--- src/design/sta_pkg.sv ---
// ----------------------------------------------------------------------------
// sta_pkg
// Shared types and constants for the server task assigner.
// ----------------------------------------------------------------------------
package sta_pkg;

  localparam int MaxServersDef = 256;
  localparam int WeightBitsDef = 20;
  localparam int TimeBitsDef   = 48;

  localparam logic       CMD_ADD    = 1'b0;
  localparam logic       CMD_TASK   = 1'b1;
  localparam logic [1:0] ST_ASSIGN  = 2'd0;
  localparam logic [1:0] ST_ADDED   = 2'd1;
  localparam logic [1:0] ST_FULL    = 2'd2;
  localparam logic [1:0] ST_NOSRV   = 2'd3;

  typedef struct packed {
    logic        cmd;
    logic [19:0] server_weight;
    logic [19:0] task_duration;
  } in_item_t;

  typedef struct packed {
    logic [7:0]  server_index;
    logic [47:0] start_time;
    logic [1:0]  status;
  } out_item_t;

endpackage

--- src/design/sta_cmd_queue.sv ---
// ----------------------------------------------------------------------------
// sta_cmd_queue
// Short queue that decouples the front end from the scheduling engine.
// ----------------------------------------------------------------------------
module sta_cmd_queue #(
  parameter int Depth = 2
) (
  input  logic              clk,
  input  logic              rst_n,
  input  logic              wr_en,
  input  sta_pkg::in_item_t wr_data,
  output logic              full,
  input  logic              rd_en,
  output sta_pkg::in_item_t rd_data,
  output logic              empty
);

  localparam int AW = (Depth > 1) ? $clog2(Depth) : 1;

  sta_pkg::in_item_t mem [Depth];
  logic [AW-1:0] wp_r, rp_r;
  logic [AW:0]   cnt_r;

  assign full    = (cnt_r == (AW+1)'(Depth));
  assign empty   = (cnt_r == '0);
  assign rd_data = mem[rp_r];

  always_ff @(posedge clk) begin
    if (wr_en && !full) begin
      mem[wp_r] <= wr_data;
    end
  end

  always_ff @(posedge clk) begin
    if (!rst_n) begin
      wp_r  <= '0;
      rp_r  <= '0;
      cnt_r <= '0;
    end else begin
      if (wr_en && !full) begin
        wp_r <= (wp_r == AW'(Depth-1)) ? '0 : wp_r + 1'b1;
      end
      if (rd_en && !empty) begin
        rp_r <= (rp_r == AW'(Depth-1)) ? '0 : rp_r + 1'b1;
      end
      cnt_r <= cnt_r + (AW+1)'(wr_en && !full) - (AW+1)'(rd_en && !empty);
    end
  end

endmodule

--- config.mk ---
export PLATFORM = sky130hd
export DESIGN_NAME = sta_cmd_queue
export DESIGN_NICKNAME = d
export VERILOG_FILES = /design/src/design/sta_pkg.sv /design/src/design/sta_cmd_queue.sv
export SDC_FILE = /design/constraint.sdc
export NUM_CORES = 1
export LEC_CHECK = 0
export BUFFER_PORTS_ARGS = -buffer_cell sky130_fd_sc_hd__buf_2
export CAP_MARGIN = 25
export CORE_UTILIZATION = 40
export CTS_BUF_LIST = sky130_fd_sc_hd__clkbuf_2 sky130_fd_sc_hd__clkbuf_4 sky130_fd_sc_hd__clkbuf_8
export DETAILED_ROUTE_END_ITERATION = 8
export PLACE_DENSITY = 0.73
export SKIP_CTS_REPAIR_TIMING = 1
export SLEW_MARGIN = 20
export SYNTH_ARGS = -nofsm -noshare
export SYNTH_HDL_FRONTEND = slang
export SYNTH_SLANG_ARGS = --single-unit
--- constraint.sdc ---
create_clock -name clk -period 3.9 [get_ports clk]
set_input_delay 0.39 -clock clk [delete_from_list [all_inputs] [get_ports clk]]
set_output_delay 0.39 -clock clk [all_outputs]
set_load 0.05 [all_outputs]
==> results of run 1 <==
-- cell type report --
class / instances / area, µm²
clock buffers: 11 / 139
clock inverters: 4 / 47.5
fillers: 710 / 4100
inverters: 2 / 7.51
multi-input cells: 59 / 748
flip-flops and latches: 87 / 2560
well taps: 105 / 131
repair buffers: 90 / 478
-- critical path, cell delays in order (launching register included) --
cell and delay [ps]:
dfxtp_2 660, buf_4 520, mux2_4 340, buf_2 210
-- metal layers --
layer,GRT usage,share of wire,routed length [µm]
met1,0.136,0.41,2200
met2,0.219,0.51,2710
met3,0.0502,0.069,369
met4,0.0654,0.016,86
met5,0,0,0
-- placed cells by master, fill, tap and decap left out, drive strengths merged --
cell type	Yosys	routed
and2	2	2
and3	1	1
buf	5	90
bufinv	0	1
clkbuf	0	11
clkinv	0	2
clkinvlp	0	1
dfxtp	5	5
edfxtp	82	82
ha	2	2
inv	2	2
mux2	41	41
mux2i	1	1
nand2	2	2
nand2b	2	2
nor2	2	2
nor2b	2	2
o21a	1	1
xnor2	3	3
-- power groups by stage --
stage	registers [mW]	clock network, mW	logic (mW)
after global routing	1.26	0.654	1.16
after detailed placement	1.27	0	1.10
final	1.24	0.591	1.09
after global placement	1.26	0	1.09
after floorplan	1.23	0	0.982
after CTS	1.24	0.614	1.10
-- sequential cells by signal, summed over array words and instances, names as in the netlist, named ones only --
signal / flops
mem: 82
cnt_r: 2
rp_r: 1
wp_r: 1
-- per-stage QoR --
step / area, µm² / utilization / setup WS [ps] / cells / hold slack [ps]
floorplan: 3400 / - / 1140 / 153 / 455
global placement: 3900 / 0.475 / 1730 / 342 / 497
detailed placement: 3900 / 0.475 / 1720 / 342 / 521
CTS: 4090 / 0.497 / 1330 / 357 / 204
global route: 4120 / 0.501 / 1280 / 358 / 203
finish: 4120 / 0.501 / 1400 / 358 / 228
-- path summary, 6_finish.rpt --
kind,to,slack (ps),cells after the start
worst max register to register,mem[0][27],2030,4
worst min-delay path,mem[0][2],230,1
worst max-delay path,rd_data[2],1400,3
worst min register to register,wp_r,540,2
-- Yosys cell counts --
library cell   n  area, µm²
nor2_1         2       7.51
and2_1         2       12.5
mux2_4        40        601
inv_1          2       7.51
xnor2_1        3       26.3
o21a_1         1       7.51
and3_1         1       6.26
mux2i_1        1       10.0
ha_1           2       25.0
mux2_2         1       11.3
nand2_1        2       7.51
buf_6          1       11.3
buf_12         4       80.1
nand2b_1       2       12.5
edfxtp_1      82       2460
nor2b_1        2       12.5
dfxtp_1        5        100
-- cell families after synthesis --
| kind of cell | share of synthesized area |
|---|---|
| compound gates | 0.00221 |
| xor+xnor | 0.00773 |
| fa+ha+maj | 0.00736 |
| buf+inv | 0.0291 |
| flops | 0.753 |
| mux | 0.183 |
| simple gates | 0.0173 |
==> metrics.cfg, run 1 <==
[routing]
routed_wl_um=5360
vias=1665
avgViaCountPerCell=4.65
dr.pass1.iters=3
drtIter0Drc=28
wl_per_cell_um=15.0
ant_nets=0
drc=0

[die]
die_h_um=94.2
initial_utilization=0.414
core_um2=8220
row_count=33
die_w_um=94.2
num_io_pins=88
die_area_um2=8870

[timing]
tns_ps=0
final.period_utilization=0.642
rsz0062_at_grt=false
period_minus_slack_ps=2500
drv_slew=0
relSlewSlack=0.649
clock_skew_ps=9.50
hold_violations=0
worst_slew_pin_slew_ps=526
fmax_mhz=400
setup_viol=0

[hold_path]
hp-class=in -> reg
min_from=wr_data[2]

[grt]
grt_antenna_before_repair=0
grt_max_degree=42
grt_overflow_total=0
track_usage=0.128
grt_pass1_vias=1707
grt_first_pass_wirelength_um=8110

[synth]
synthCells=153
synth_nets=200
syn_avg_cell_area_um2=22.2
ys_ff_latch=87
syn_area_um2=3400
ys_types=17
seq_area_frac_synth=0.753
yosysWarnings=0

[critical_path]
path_max_fanout=26
worst_ep_required_time_ps=3510
worstPathArrival_ps=2110
crit_type=reg -> out
reg2reg_from=cnt_r[0]
end_kind=output port
critPathLaunchType=flop

[clocking]
htreeDepth=3
tritoncts=built
clk_path_buf_depth=2
clk_pin_slew_ps=80
clock_latency_ps=350
cts_root_buf=clkbuf_8
cts_buffers=9
cts_sinks=87

[pwr]
pwr-share-seq=0.424
p_int_mw=1.85
power.leakage_nw=1.63
p_comb_frac=0.374
total_power_mw=2.92
p_sw_mw=1.08
ir_drop_mv=0.339
power.density_nw_per_um2=711
swShare=0.369
clkPwrFrac=0.202

[cells_and_area]
diodes=0
final_nets=296
drive_gt1_frac=0.589
syn_to_final_growth_pct=21.0

[place]
dp_hpwl_um=3510
io_buffers=87
gp_congestion=0.582

[flow_run]
max-cap-violations=0

[outcome]
outcome=completed

Note: power is estimated with default switching activity, not from simulation.
==> run 2: changes to the inputs <==
Settings changed: PLACE_DENSITY 0.73 to 0.76.
Clock period 3.9 ns to 2.1 ns, I/O delays scaled along.
==> metrics.cfg, run 2 (synthesis gave the netlist of run 1 again) <==
[routing]
drc=0  ; unchanged
dr.pass1.iters=3  ; unchanged
ant_nets=0  ; unchanged
vias=1648  ; -1.0%
avgViaCountPerCell=4.58  ; -1.6%
drtIter0Drc=53  ; +89%
wl_per_cell_um=14.1  ; -5.5%
routed_wl_um=5090  ; -4.9%

[clocking]
cts_sinks=87  ; unchanged
cts_root_buf=clkbuf_8
clk_pin_slew_ps=80  ; about the same
cts_buffers=9  ; unchanged
tritoncts=built
clk_path_buf_depth=2  ; unchanged
clock_latency_ps=340  ; about the same
htreeDepth=3  ; unchanged

[grt]
grt_pass1_vias=1498  ; -12%
grt_first_pass_wirelength_um=7460  ; -8.0%
grt_overflow_total=0  ; unchanged
grt_antenna_before_repair=0  ; unchanged
grt_max_degree=42  ; unchanged
track_usage=0.119  ; -0.00870

[cells_and_area]
reg_top3=mem (82), cnt_r (2)
largest_register=mem
syn_to_final_growth_pct=23.0
final_nets=298  ; +0.68%
multiInputGateArea_um2=748  ; unchanged
diodes=0  ; unchanged
n_fill_cell=705  ; -0.70%
stdcell_area_um2=4180  ; +1.6%
seq_area_um2=2560  ; unchanged
drive_gt1_frac=0.592  ; +0.00322
largest_reg_flops=82  ; unchanged
final_cell_mix=buf_2 (87), edfxtp_1 (82), mux2_4 (40)
final_common_cell=buf_2

[timing]
fin_hold_ws_ps=49.6  ; -179 ps
clock_skew_ps=7.78  ; -1.72 ps
tns_ps=0  ; unchanged
final.period_utilization=0.863
fmax_mhz=552
drv_slew=0  ; unchanged
hold_violations=0  ; unchanged
setup_viol=0  ; unchanged
relSlewSlack=0.761  ; +0.111
rsz0062_at_grt=false
period_minus_slack_ps=1810
worst_slew_pin_slew_ps=359  ; -167 ps

[critical_path]
path_buf_inv=1  ; -1
crit_chain=nand2b_1 -> nand2_1 -> ha_1 -> inv_1 -> ha_1 -> xnor2_1 -> xnor2_1 -> and2_1
worstPathArrival_ps=2040  ; -70 ps
path_max_fanout=4  ; -85%
worst_ep_required_time_ps=2330  ; -1180 ps
end_kind=flop
critPathLaunchType=flop
cp_top_family=adder cells
critPathMaxStageDelay_ps=370  ; -290 ps
slowest_stage=dfxtp_1
crit_type=reg -> reg

[flow_run]
max-cap-violations=0  ; unchanged

[pwr]
power.density_nw_per_um2=1370  ; +92%
ir_drop_mv=0.778  ; +130%
power.leakage_nw=1.67  ; +2.1%

[place]
io_buffers=87  ; unchanged
gp_congestion=0.663  ; +14%
dpl-instance-area_um2=3950  ; +1.2%
dp_hpwl_um=3310  ; -5.7%

[outcome]
outcome=completed

[die]
die_area_um2=8870  ; unchanged
initial_utilization=0.414  ; unchanged
die_w_um=94.2  ; unchanged
core_um2=8220  ; unchanged
num_io_pins=88  ; unchanged
die_h_um=94.2  ; unchanged
row_count=33  ; unchanged

[hold_path]
hp-class=in -> reg

run 2: cell types whose count changed in the layout (fill, tap and decap cells not counted), sizes merged:
cell / previous run / this run
buf: 90 / 92
bufinv: 1 / 3
clkinv: 2 / 1
clkinvlp: 1 / 0
run 2: layout make-up:
class | instances | area share
multi-input combinational | 59 | 0.179
tap | 105 | 0.0314
sequential | 87 | 0.613
clock inverter | 4 | 0.0227
inverter | 2 | 0.00179
clock buffer | 11 | 0.0332
timing repair buffer | 92 | 0.119
run 2: power breakdown:
group / total [mW] / switching [mW] / internal (mW) / leakage [nW]
registers: 2.26 / 0.0757 / 2.18 / 0.808
logic: 2.11 / 1.40 / 0.708 / 0.738
clock network: 1.34 / 0.534 / 0.809 / 0.120
total: 5.71 / 2.01 / 3.70 / 1.67
run 2: through the flow:
stage / utilization / cells / setup WS, ps / power (mW)
6_report: 0.509 / 360 / 289 / 5.71
5_1_grt: 0.509 / 360 / 144 / 5.95
2_1_floorplan: - / 153 / 23.3 / 4.10
3_3_place_gp: 0.481 / 345 / 474 / 4.40
3_5_place_dp: 0.481 / 345 / 288 / 4.44
4_1_cts: 0.509 / 360 / 266 / 5.78
run 2: per-layer routing:
| metal | routed length, µm | up-vias | track usage |
|---|---|---|---|
| met1 | 2130 | 813 | 0.140 |
| met5 | 0 | - | 0 |
| li1 | - | 782 | - |
| met4 | 63 | 0 | 0.0462 |
| met3 | 291 | 5 | 0.0534 |
| met2 | 2610 | 48 | 0.191 |
run 2: worst paths after layout:
path,cells past startpoint,slack [ps],from,end
setup / recovery,8,290,cnt_r[0],cnt_r[1]
hold / removal,1,50,wr_data[28],mem[0][28]
setup reg to reg,8,290,cnt_r[0],cnt_r[1]
hold reg to reg,2,540,wp_r,wp_r
==> run 3: changes to the inputs <==
Settings changed: BUFFER_PORTS_ARGS -buffer_cell sky130_fd_sc_hd__buf_2 to -buffer_cell sky130_fd_sc_hd__buf_4.
==> metrics.cfg, run 3 (synthesis gave the netlist of run 1 again) <==
[clocking]
tritoncts=built
clk_pin_slew_ps=90  ; about the same
htreeDepth=3  ; unchanged
clk_path_buf_depth=2  ; unchanged
clock_latency_ps=340  ; about the same
cts_root_buf=clkbuf_8
cts_sinks=87  ; unchanged
cts_buffers=9  ; unchanged

[cells_and_area]
final_nets=299  ; +0.34%
stdcell_area_um2=4340  ; +3.7%
diodes=0  ; unchanged
n_fill_cell=671  ; -4.8%
fin_util=0.528  ; +0.0187
reg_top3=mem (82), cnt_r (2)
syn_to_final_growth_pct=27.5
drive_gt1_frac=0.588  ; -0.00461
largest_reg_flops=82  ; unchanged
final_common_cell=buf_4
final_cell_mix=buf_4 (93), edfxtp_1 (82), mux2_4 (40)
largest_register=mem

[routing]
drtIter0Drc=63  ; +19%
wl_per_cell_um=14.4  ; +1.7%
ant_nets=0  ; unchanged
routed_wl_um=5210  ; +2.2%
vias=1626  ; -1.3%
dr.pass1.iters=4  ; +1
drc=0  ; unchanged
avgViaCountPerCell=4.49  ; -1.9%

[die]
initial_utilization=0.414  ; unchanged
row_count=33  ; unchanged
die_h_um=94.2  ; unchanged
die_w_um=94.2  ; unchanged
num_io_pins=88  ; unchanged
die_area_um2=8870  ; unchanged
core_um2=8220  ; unchanged

[pwr]
power.density_nw_per_um2=1300  ; -5.1%
p_int_mw=3.58  ; -3.2%
pwr-share-seq=0.401  ; +0.006
p_sw_mw=2.04  ; +1.2%
swShare=0.363  ; +0.0101
ir_drop_mv=0.827  ; +6.3%
power.leakage_nw=1.71  ; +2.9%
clkPwrFrac=0.194  ; -0.041
p_comb_frac=0.405  ; +0.035

[outcome]
outcome=completed

[timing]
tns_ps=0  ; unchanged
fin_ws_ps=293  ; +4.71 ps
fmax_mhz=554  ; +0.26%
hold_violations=0  ; unchanged
worst_slew_pin_slew_ps=448  ; +88.8 ps
clock_skew_ps=14.1  ; +6.30 ps
setup_viol=0  ; unchanged
relSlewSlack=0.702  ; -0.0592
fin_hold_ws_ps=42.5  ; -7.07 ps
final.period_utilization=0.860  ; -0.00224
drv_slew=0  ; unchanged
period_minus_slack_ps=1810  ; -4.71 ps
rsz0062_at_grt=false

[critical_path]
crit_type=reg -> out
worstPathArrival_ps=1600  ; -440 ps
end_kind=output port
critPathLaunchType=flop
worst_ep_required_time_ps=1890  ; -440 ps
path_max_fanout=24  ; +20

[grt]
grt_overflow_total=0  ; unchanged
grt_max_degree=25  ; -40%
grtUsageMet3=0.0340  ; -0.0194
track_usage=0.124  ; +0.00526
grt_first_pass_wirelength_um=7870  ; +5.5%
met1_usage=0.143  ; +0.00320
globalRouteMet2Util=0.211  ; +0.0199
grt_busiest_layer=met2
grt_antenna_before_repair=0  ; unchanged
grt_pass1_vias=1638  ; +9.3%

[place]
pre_cts_ws_ps=359  ; +71.9 ps
dp_hpwl_um=3600  ; +8.8%
io_buffers=87  ; unchanged
gp_congestion=0.613  ; -7.5%
dpl-instance-area_um2=4150  ; +5.1%

[hold_path]
hp-class=in -> reg

[flow_run]
max-cap-violations=0  ; unchanged

run 3: changes by cell type in the layout (fill, tap and decap cells not counted), sizes merged:
cell      previous run  this run
clkinvlp             0         1
clkinv               1         5
bufinv               3         1
buf                 92        93
clkbuf              11         9
run 3: power by group through the flow:
stage,clock [mW],sequential (mW),combinational (mW)
after floorplan,0,2.28,1.83
after global placement,0,2.28,2.28
after detailed placement,0,2.30,2.31
after CTS,1.12,2.26,2.31
after global routing,1.19,2.28,2.40
final,1.09,2.25,2.28
run 3: per-layer routing:
metal,wire (µm),vias to the layer above
li1,-,783
met1,2120,783
met2,2720,50
met3,260,10
met4,106,0
met5,0,-
run 3: stage by stage:
step | std cells | total power [mW]
floorplan | 153 | 4.10
global placement | 346 | 4.56
detailed placement | 346 | 4.60
CTS | 362 | 5.69
global route | 362 | 5.86
finish | 362 | 5.62
run 3: worst paths after layout:
check | startpoint | end | slack [ps] | cells past startpoint
setup / recovery | flop | rd_data[11] | 290 | 3
hold / removal | wr_data[26] | mem[1][26] | 40 | 1
hold reg to reg | wp_r | wp_r | 540 | 2
setup reg to reg | cnt_r[0] | cnt_r[1] | 350 | 8
run 3: final cells by class:
cell class | instances | area (µm²) | area share
multi-input cells | 59 | 748 | 0.173
repair buffers | 93 | 698 | 0.161
inverters | 2 | 7.51 | 0.00173
clock inverters | 7 | 63.8 | 0.0147
clock buffers | 9 | 124 | 0.0286
well taps | 105 | 131 | 0.0303
flip-flops and latches | 87 | 2560 | 0.591
run 3: critical path, stage by stage (launching register included):
cell and delay [ps]:
dfxtp_2 330, buf_4 380, mux2_4 340, buf_4 190
